==> src/sv/isl_pkg.sv <==
`timescale 1ns / 1ps
`default_nettype none
// ----------------------------------------------------------------------------
// isl_pkg
// Shared sizes, command codes and cell controls for the indexed sequence list.
// ----------------------------------------------------------------------------
package isl_pkg;

    localparam int CAPACITY   = 16;
    localparam int WORD_WIDTH = 32;

    localparam int POS_W   = 5;
    localparam int DATA_W  = 32;
    localparam int CMD_W   = 2;
    localparam int CNT_W   = $clog2(CAPACITY + 1);
    localparam int IDX_W   = $clog2(CAPACITY);
    localparam int CMP_W   = (CNT_W > POS_W) ? CNT_W : POS_W;

    localparam int S_DATA_W = ((POS_W + DATA_W + 7) / 8) * 8;
    localparam int M_DATA_W = ((DATA_W + POS_W + 7) / 8) * 8;

    localparam logic [CMD_W-1:0] CMD_INSERT = 2'd0;
    localparam logic [CMD_W-1:0] CMD_REMOVE = 2'd1;
    localparam logic [CMD_W-1:0] CMD_READ   = 2'd2;

    localparam logic [1:0] CELL_HOLD       = 2'd0;
    localparam logic [1:0] CELL_LOAD_NEW   = 2'd1;
    localparam logic [1:0] CELL_TAKE_LOWER = 2'd2;
    localparam logic [1:0] CELL_TAKE_UPPER = 2'd3;

    typedef struct packed {
        logic [1:0] op;
    } cell_ctrl_t;

endpackage
`default_nettype wire

==> src/sv/isl_cell.sv <==
`timescale 1ns / 1ps
`default_nettype none
// ----------------------------------------------------------------------------
// isl_cell
// One list slot: holds a word, loads a new one or takes a neighbor's word.
// ----------------------------------------------------------------------------
module isl_cell (
    input  wire                                   clk,
    input  wire isl_pkg::cell_ctrl_t              ctrl,
    input  wire  [isl_pkg::WORD_WIDTH-1:0]        new_word,
    input  wire  [isl_pkg::WORD_WIDTH-1:0]        lower_word,
    input  wire  [isl_pkg::WORD_WIDTH-1:0]        upper_word,
    output logic [isl_pkg::WORD_WIDTH-1:0]        word
);

    logic [isl_pkg::WORD_WIDTH-1:0] word_reg;
    logic [isl_pkg::WORD_WIDTH-1:0] word_next;

    always_comb
    begin
        unique case (ctrl.op)
            isl_pkg::CELL_LOAD_NEW:   word_next = new_word;
            isl_pkg::CELL_TAKE_LOWER: word_next = lower_word;
            isl_pkg::CELL_TAKE_UPPER: word_next = upper_word;
            default:                  word_next = word_reg;
        endcase
    end

    always_ff @(posedge clk)
    begin
        word_reg <= word_next;
    end

    assign word = word_reg;

endmodule
`default_nettype wire

==> src/sv/indexed_sequence_list.sv <==
`timescale 1ns / 1ps
`default_nettype none
// ----------------------------------------------------------------------------
// indexed_sequence_list
// Ordered list of up to CAPACITY words, edited by position.
//
// Requests enter on the s_ channel (command in s_tuser, position and word in
// s_tdata); each gives exactly one result beat on the m_ channel with the
// read word and the element count in m_tdata and the fault flag in m_tuser.
// Insert moves every element at or above the position up one slot, remove
// moves every element above it down one slot, and read selects one slot.
// A refused request (position out of range, insert into a full list or an
// unknown command) sets fault and leaves the list as it was.
// The result beat follows in the cycle after the accepted request beat; one
// request is taken per cycle while results are taken, since the whole row of
// cells shifts in the same clock edge. The result sits in an output register:
// while the receiver stalls, the held result blocks the next request, and a
// request is taken in the same cycle that the held result is taken.
// Reset empties the list (count zero) and drops any pending result; the
// slot contents are not cleared.
// ----------------------------------------------------------------------------
module indexed_sequence_list (
    input  wire                                 clk,
    input  wire                                 rst_n,
    input  wire                                 s_tvalid,
    output logic                                s_tready,
    input  wire  [isl_pkg::S_DATA_W-1:0]        s_tdata,  // position, data_word, zero fill
    input  wire  [isl_pkg::CMD_W-1:0]           s_tuser,  // command
    output logic                                m_tvalid,
    input  wire                                 m_tready,
    output logic [isl_pkg::M_DATA_W-1:0]        m_tdata,  // read_word, count, zero fill
    output logic                                m_tuser   // fault
);

    localparam int CAP = isl_pkg::CAPACITY;
    localparam int WW  = isl_pkg::WORD_WIDTH;

    logic [isl_pkg::POS_W-1:0]  position;
    logic [isl_pkg::DATA_W-1:0] data_word;
    logic [WW-1:0]              new_word;
    logic [isl_pkg::CMP_W-1:0]  pos_ext;
    logic [isl_pkg::CMP_W-1:0]  cnt_ext;
    logic                       accept;
    logic                       ins_ok;
    logic                       rem_ok;
    logic                       rd_ok;
    logic                       fault;

    logic [isl_pkg::CNT_W-1:0]  count_reg;
    logic [isl_pkg::CNT_W-1:0]  count_next;
    logic                       m_valid_reg;
    logic [isl_pkg::DATA_W-1:0] read_word_reg;
    logic [isl_pkg::DATA_W-1:0] read_word_next;
    logic [isl_pkg::POS_W-1:0]  count_out_reg;
    logic                       fault_reg;

    logic [WW-1:0]              cell_word [CAP];

    assign position  = s_tdata[isl_pkg::POS_W-1:0];
    assign data_word = s_tdata[isl_pkg::POS_W +: isl_pkg::DATA_W];

    always_comb
    begin
        new_word = '0;
        for (int b = 0; b < WW; b++)
        begin
            if (b < isl_pkg::DATA_W)
            begin
                new_word[b] = data_word[b];
            end
        end
    end

    assign pos_ext  = isl_pkg::CMP_W'(position);
    assign cnt_ext  = isl_pkg::CMP_W'(count_reg);
    assign s_tready = !m_valid_reg || m_tready;
    assign accept   = s_tvalid && s_tready;

    assign ins_ok = (s_tuser == isl_pkg::CMD_INSERT) && (pos_ext <= cnt_ext)
                    && (cnt_ext != isl_pkg::CMP_W'(CAP));
    assign rem_ok = (s_tuser == isl_pkg::CMD_REMOVE) && (pos_ext < cnt_ext);
    assign rd_ok  = (s_tuser == isl_pkg::CMD_READ) && (pos_ext < cnt_ext);
    assign fault  = !(ins_ok || rem_ok || rd_ok);

    // Per-cell shift decisions
    genvar gi;
    generate
        for (gi = 0; gi < CAP; gi++)
        begin : g_cell
            logic [WW-1:0]       lower_w;
            logic [WW-1:0]       upper_w;
            isl_pkg::cell_ctrl_t ctrl_c;

            always_comb
            begin
                ctrl_c.op = isl_pkg::CELL_HOLD;
                if (accept && ins_ok)
                begin
                    if (pos_ext == isl_pkg::CMP_W'(gi))
                    begin
                        ctrl_c.op = isl_pkg::CELL_LOAD_NEW;
                    end
                    else if (pos_ext < isl_pkg::CMP_W'(gi))
                    begin
                        ctrl_c.op = isl_pkg::CELL_TAKE_LOWER;
                    end
                end
                else if (accept && rem_ok && (pos_ext <= isl_pkg::CMP_W'(gi)))
                begin
                    ctrl_c.op = isl_pkg::CELL_TAKE_UPPER;
                end
            end

            if (gi == 0)
            begin : g_first
                assign lower_w = '0;
            end
            else
            begin : g_mid_lo
                assign lower_w = cell_word[gi-1];
            end

            if (gi == CAP - 1)
            begin : g_last
                assign upper_w = '0;
            end
            else
            begin : g_mid_hi
                assign upper_w = cell_word[gi+1];
            end

            isl_cell u_cell (
                .clk        (clk),
                .ctrl       (ctrl_c),
                .new_word   (new_word),
                .lower_word (lower_w),
                .upper_word (upper_w),
                .word       (cell_word[gi])
            );
        end
    endgenerate

    always_comb
    begin
        read_word_next = '0;
        if (rd_ok)
        begin
            read_word_next = isl_pkg::DATA_W'(cell_word[position[isl_pkg::IDX_W-1:0]]);
        end
    end

    always_comb
    begin
        count_next = count_reg;
        if (ins_ok)
        begin
            count_next = count_reg + 1'b1;
        end
        else if (rem_ok)
        begin
            count_next = count_reg - 1'b1;
        end
    end

    always_ff @(posedge clk or negedge rst_n)
    begin
        if (!rst_n)
        begin
            count_reg   <= '0;
            m_valid_reg <= 1'b0;
        end
        else
        begin
            if (accept)
            begin
                count_reg   <= count_next;
                m_valid_reg <= 1'b1;
            end
            else if (m_tready)
            begin
                m_valid_reg <= 1'b0;
            end
        end
    end

    always_ff @(posedge clk)
    begin
        if (accept)
        begin
            read_word_reg <= read_word_next;
            count_out_reg <= isl_pkg::POS_W'(isl_pkg::CMP_W'(count_next));
            fault_reg     <= fault;
        end
    end

    assign m_tvalid = m_valid_reg;
    assign m_tdata  = isl_pkg::M_DATA_W'({count_out_reg, read_word_reg});
    assign m_tuser  = fault_reg;

endmodule
`default_nettype wire
==> config.mk <==
export PLATFORM = sky130hd
export DESIGN_NAME = indexed_sequence_list
export DESIGN_NICKNAME = d
export VERILOG_FILES = /design/src/sv/isl_pkg.sv /design/src/sv/isl_cell.sv /design/src/sv/indexed_sequence_list.sv
export SDC_FILE = /design/constraint.sdc
export NUM_CORES = 1
export LEC_CHECK = 0
export ABC_CLOCK_PERIOD_IN_PS = 9900
export BUFFER_PORTS_ARGS = -buffer_cell sky130_fd_sc_hd__buf_2
export CORE_UTILIZATION = 45
export DETAILED_ROUTE_END_ITERATION = 6
export REMOVE_ABC_BUFFERS = 1
export SLEW_MARGIN = 30
export SYNTH_ARGS = -nofsm -noshare
export SYNTH_HDL_FRONTEND = slang
export SYNTH_HIERARCHICAL = 1
export SYNTH_SLANG_ARGS = --single-unit
==> constraint.sdc <==
create_clock -name clk -period 9.9 [get_ports clk]
set_clock_uncertainty 0.2 [all_clocks]
set_input_delay 0.495 -clock clk [delete_from_list [all_inputs] [get_ports clk]]
set_output_delay 0.495 -clock clk [all_outputs]
set_load 0.05 [all_outputs]
* Word-level counts from Yosys, hierarchy flattened
Cells that the tools add are included.
Word-level totals: bits in registers 556, output and inout port bits 43, logic and storage cells 259
Operators by class: $add $sub $neg 2, magnitude comparators 35, equality and inequality tests 66, muxes and demuxes 87, bitwise logic cells 1, reductions and logical operators 47
Operator list (number):
- $pmux W32 S3 | 16
- $bmux W32 S4 | 1
- $mux W2 | 64
- $eq A2 B2 Y1 const B | 33
- $mux W32 | 2
- $reduce_bool A3 Y1 | 16
- $eq A5 B4 Y1 const B | 8
- $le A5 B4 Y1 const B | 8
- $lt A5 B4 Y1 const B | 8
- $eq A2 B1 Y1 const B | 17
- $logic_and A1 B1 Y1 | 23
- $eq A5 B3 Y1 const B | 4
- $le A5 B3 Y1 const B | 4
- $lt A5 B3 Y1 const B | 4
- $eq A5 B2 Y1 const B | 2
- $le A5 B1 Y1 const B | 2
- $le A5 B2 Y1 const B | 2
- $lt A5 B1 Y1 const B | 2
- $lt A5 B2 Y1 const B | 2
- $mux W5 | 2
- $add A5 B1 Y5 const B | 1
- $eq A5 B1 Y1 const B | 1
- $ge A5 B5 Y1 const B | 1
- $le A5 B5 Y1 | 1
- 10 further kinds | 14

* Logic depth before layout (Yosys ltp)
word-level depth 9, gate-level depth with buffers 14, gate-level depth less buffers 9

* Cells and area by module
The synthesis kept the hierarchy.
By module, submodules not included:
- isl_cell | times used 16, cells each 140, area each 1672.9 um2
- indexed_sequence_list | times used 1, cells each 440, area each 6357.3 um2

* Worst setup path after synthesis
OpenSTA, ideal clock, no wires.
path kind reg2reg, from register m_valid_reg, in the netlist m_tvalid, to register g_cell[4].u_cell.word_reg (netlist bit g_cell[4].u_cell/word[0]), enable pin, setup time 0.375 ns, data arrival time 3.499 ns, slack 5.826 ns, cell stages (with the launch flop) 11, path buffers 4, period minus slack after synthesis 4.074 ns, path through dfrtp_1 -> nand2b_1 -> and2_1 -> buf_2 -> and3_1 -> clkbuf_1 -> a21oi_1 -> a211oi_1 -> buf_6 -> buf_12 -> or2_2
RTL lines:
- from (decl) | RTL line indexed_sequence_list.sv:51 | logic m_valid_reg;
- from (signal assigned) | RTL line indexed_sequence_list.sv:170 | m_valid_reg <= 1'b0;
- from (signal assigned) | RTL line indexed_sequence_list.sv:177 | m_valid_reg <= 1'b1;
- from (signal assigned) | RTL line indexed_sequence_list.sv:181 | m_valid_reg <= 1'b0;
- to (signal assigned) | RTL line isl_cell.sv:31 | word_reg <= word_next;
- to (decl) | RTL line isl_cell.sv:16 | logic [isl_pkg::WORD_WIDTH-1:0] word_reg;

==> results_dict.tcl <==
set metrics [dict create \
    cp-start-kind "primary input" \
    synthesis.area_mm2 0.0331 \
    numCtsBuffers 66 \
    antenna_found_initial 2 \
    startpoint "s_tdata[3]" \
    syn_inst 2680 \
    rows 99 \
    rr_startpoint "cnt_ext[2]$_DFFE_PN0P_" \
    end_kind "flip-flop" \
    period_needed_ps 5040 \
    slew-limit-headroom 0.347 \
    required_ps 9960 \
    grt_max_degree 80 \
    clk_latency_ps 610 \
    dieArea_mm2 0.0747 \
    p_int_mw 4.53 \
    layout-drive-gt1-share 0.163 \
    largest_register_ffs 512 \
    ys_warn_count 6 \
    leakage_nw 11.1 \
    vias 22700 \
    dp_slack_ps 4370 \
    drtIter0Drc 2512 \
    setup_tns_ps 0 \
    avgSynthCellArea_um2 12.4 \
    netlist.area_leader.share 0.499 \
    netSwitchingFraction 0.283 \
    slowest_delay_ps 720 \
    grt_remaining_overflow 0 \
    worstPathCellList "buf_2 > buf_4 > ha_1 > nand4_1 > o221a_2 > and3_1 > nor2_1 > buf_4 > a2111oi_2 > buf_4 > or2_2 > buf_4" \
    syn2layout_area_growth_pct 8.47 \
    seqPwrFrac 0.459 \
    path_clk_slew_ps 60 \
    cts_tree "built" \
    postRouteAntennaNets 0 \
    worst_pin_slew_ps 980 \
    dpl.hpwl_um 56400 \
    arrival_ps 5100 \
    synth_edf_count 550 \
    p_switching_mw 1.79 \
    cap_viol_max_count 0 \
    gp_congestion 0.819 \
    wl_per_cell_um 26.3 \
    slowest_stage "buf_4" \
    combPwrFrac 0.169 \
    die_w_um 273 \
    fmax_mhz 198 \
    hold_viol 0 \
    clkPwrFrac 0.372 \
    routed_wl_um 98700 \
    synthArstFlopShare 0.0108 \
    io_buffers 82 \
    initial_core_util 0.455 \
    outcome "finished, violations left" \
    cellPowerDensity_mw_per_mm2 176 \
    rsz0062_at_grt "no" \
    ys_seq_area_frac 0.503 \
    cts_max_level 3 \
    post-route-drc-count 2 \
    pin_count 89 \
    path_class "in2reg" \
    ys_seq_elements 556 \
    crit_fanout 65 \
    hold_slack_ps 40.2 \
    hold_path.class "in2reg" \
    holdCritStartpoint "m_tready" \
    cts_sinks 556 \
    grt_pass1_vias 22200 \
    finalMaxSlewViolations 0 \
    clockBufferDepth 3 \
    synth_area_leader_cell "edfxtp_1" \
    crit_top_cell "buf_4" \
    grt_pass1_wl_um 146000 \
    grt.total_usage 0.263 \
    die-height_um 273 \
    ir_drop_mv 0.127 \
    violations "DRC" \
    fin_ws_ps 4860 \
    cts_root_buf "clkbuf_16" \
    synth.distinct_cells 52 \
    viasPerCell 6.07 \
    core_region_area_mm2 0.0728 \
    synth_area_leaders "edfxtp_1 50%, mux2i_1 16%, mux4_2 11%" \
    fin_crit_sh 0.509 \
    setup_viol 0 \
    dr.pass1.iters 7 \
    r2r_slack_ps 4880 \
    nets 2791 \
    ys.flop_type "edfxtp_1" \
]
## synth_stat cells, types with 6 or more instances
cell / instances
clkbuf_1: 70
inv_1: 7
nor2_1: 527
ha_1: 7
nand2_1: 6
buf_1: 9
dfrtp_1: 6
buf_12: 52
edfxtp_1: 550
buf_4: 19
xnor2_1: 8
mux2i_1: 513
nand3_1: 8
mux4_2: 160
or2_2: 18
buf_2: 63
nor2b_1: 33
buf_6: 18
a21oi_1: 529
a211oi_1: 6
nor3_1: 8
## logic make-up (layout without fill, tap and decap cells)
| kind of cell | Yosys count | in the layout | share of synthesized area |
|---|---|---|---|
| simple gates | 626 | 626 | 0.0778 |
| other cells | 1 | 68 | 0.000113 |
| flops | 556 | 556 | 0.503 |
| compound gates | 568 | 568 | 0.0889 |
| mux | 673 | 673 | 0.264 |
| xor+xnor | 8 | 8 | 0.00212 |
| fa+ha+maj | 7 | 7 | 0.00264 |
| buf+inv | 241 | 282 | 0.0615 |
## path summary, 6_finish.rpt
path / to / cells after the start
max in group asynchronous: m_tvalid$_DFFE_PN0P_ / 2
hold reg to reg: m_tvalid$_DFFE_PN0P_ / 2
setup / recovery: g_cell[13].u_cell/word[24]$_DFFE_PP_ / 12
min in group asynchronous: cnt_ext[3]$_DFFE_PN0P_ / 2
hold / removal: m_tvalid$_DFFE_PN0P_ / 3
setup reg to reg: g_cell[13].u_cell/word[24]$_DFFE_PP_ / 11
## metrics by stage
step / cell area (µm²) / utilization / total power, mW / instances
floorplan: 31400 / - / 3.63 / 2515
global placement: 33900 / 0.465 / 3.97 / 3626
detailed placement: 33900 / 0.465 / 4.00 / 3627
CTS: 35900 / 0.493 / 6.35 / 3746
global route: 35900 / 0.493 / 6.54 / 3747
finish: 35900 / 0.493 / 6.32 / 3747
## cell type report
cell class                 count  area, µm²
fill                        6359      36900
sequential                   556      16700
multi-input combinational   1949      15000
clock buffer                  84       1740
tap                          959       1200
timing repair buffer         155        998
clock inverter                33        290
inverter                      10       37.5
antenna                        1       2.50
## placed cells by master (no fill, tap or decap), types with 7 or more instances in the layout
cell type,synthesis,routed
a21oi_1,529,523
buf_2,63,79
buf_4,19,70
clkbuf_1,70,17
clkbuf_16,0,67
clkinv_1,1,15
clkinv_2,0,7
conb_1,1,67
edfxtp_1,550,550
ha_1,7,7
inv_1,7,7
mux2i_1,513,513
mux4_2,160,160
nand3_1,8,8
nor2_1,527,522
nor2b_1,33,33
nor3_2,0,7
or2_2,18,18
xnor2_1,8,8
## routing by layer
metal | vias up | GRT usage | part of all wire | routed length (µm)
met5 | - | 0 | 0.00012 | 12
met4 | 2 | 0.0812 | 0.026 | 2590
met3 | 177 | 0.0404 | 0.082 | 8100
met2 | 1077 | 0.411 | 0.46 | 45200
met1 | 11300 | 0.377 | 0.43 | 42800
li1 | 10200 | - | - | -
## power groups by stage
stage | combinational (mW) | sequential, mW | clock (mW)
floorplan | 0.646 | 2.98 | 0
global placement | 1.03 | 2.94 | 0
detailed placement | 1.06 | 2.95 | 0
CTS | 1.06 | 2.90 | 2.39
global route | 1.15 | 2.91 | 2.48
finish | 1.07 | 2.90 | 2.35
## worst max-delay path: cells and delay by family
family / cells / cell delay [ps]
buffers and inverters: 5 / 2180
AND/OR/NAND/NOR: 4 / 1440
AO/OA/AOI/OAI: 2 / 480
adder cells (fa/ha/maj): 1 / 380
## repair_timing
action                                  4_1_cts  5_1_grt
gates resized for setup                       0        0
setup buffers                                 0        0
hold endpoints to repair                      7        0
endpoints found under the setup margin        0        0
hold buffers                                  2        0
(Power assumes the default switching activity.)
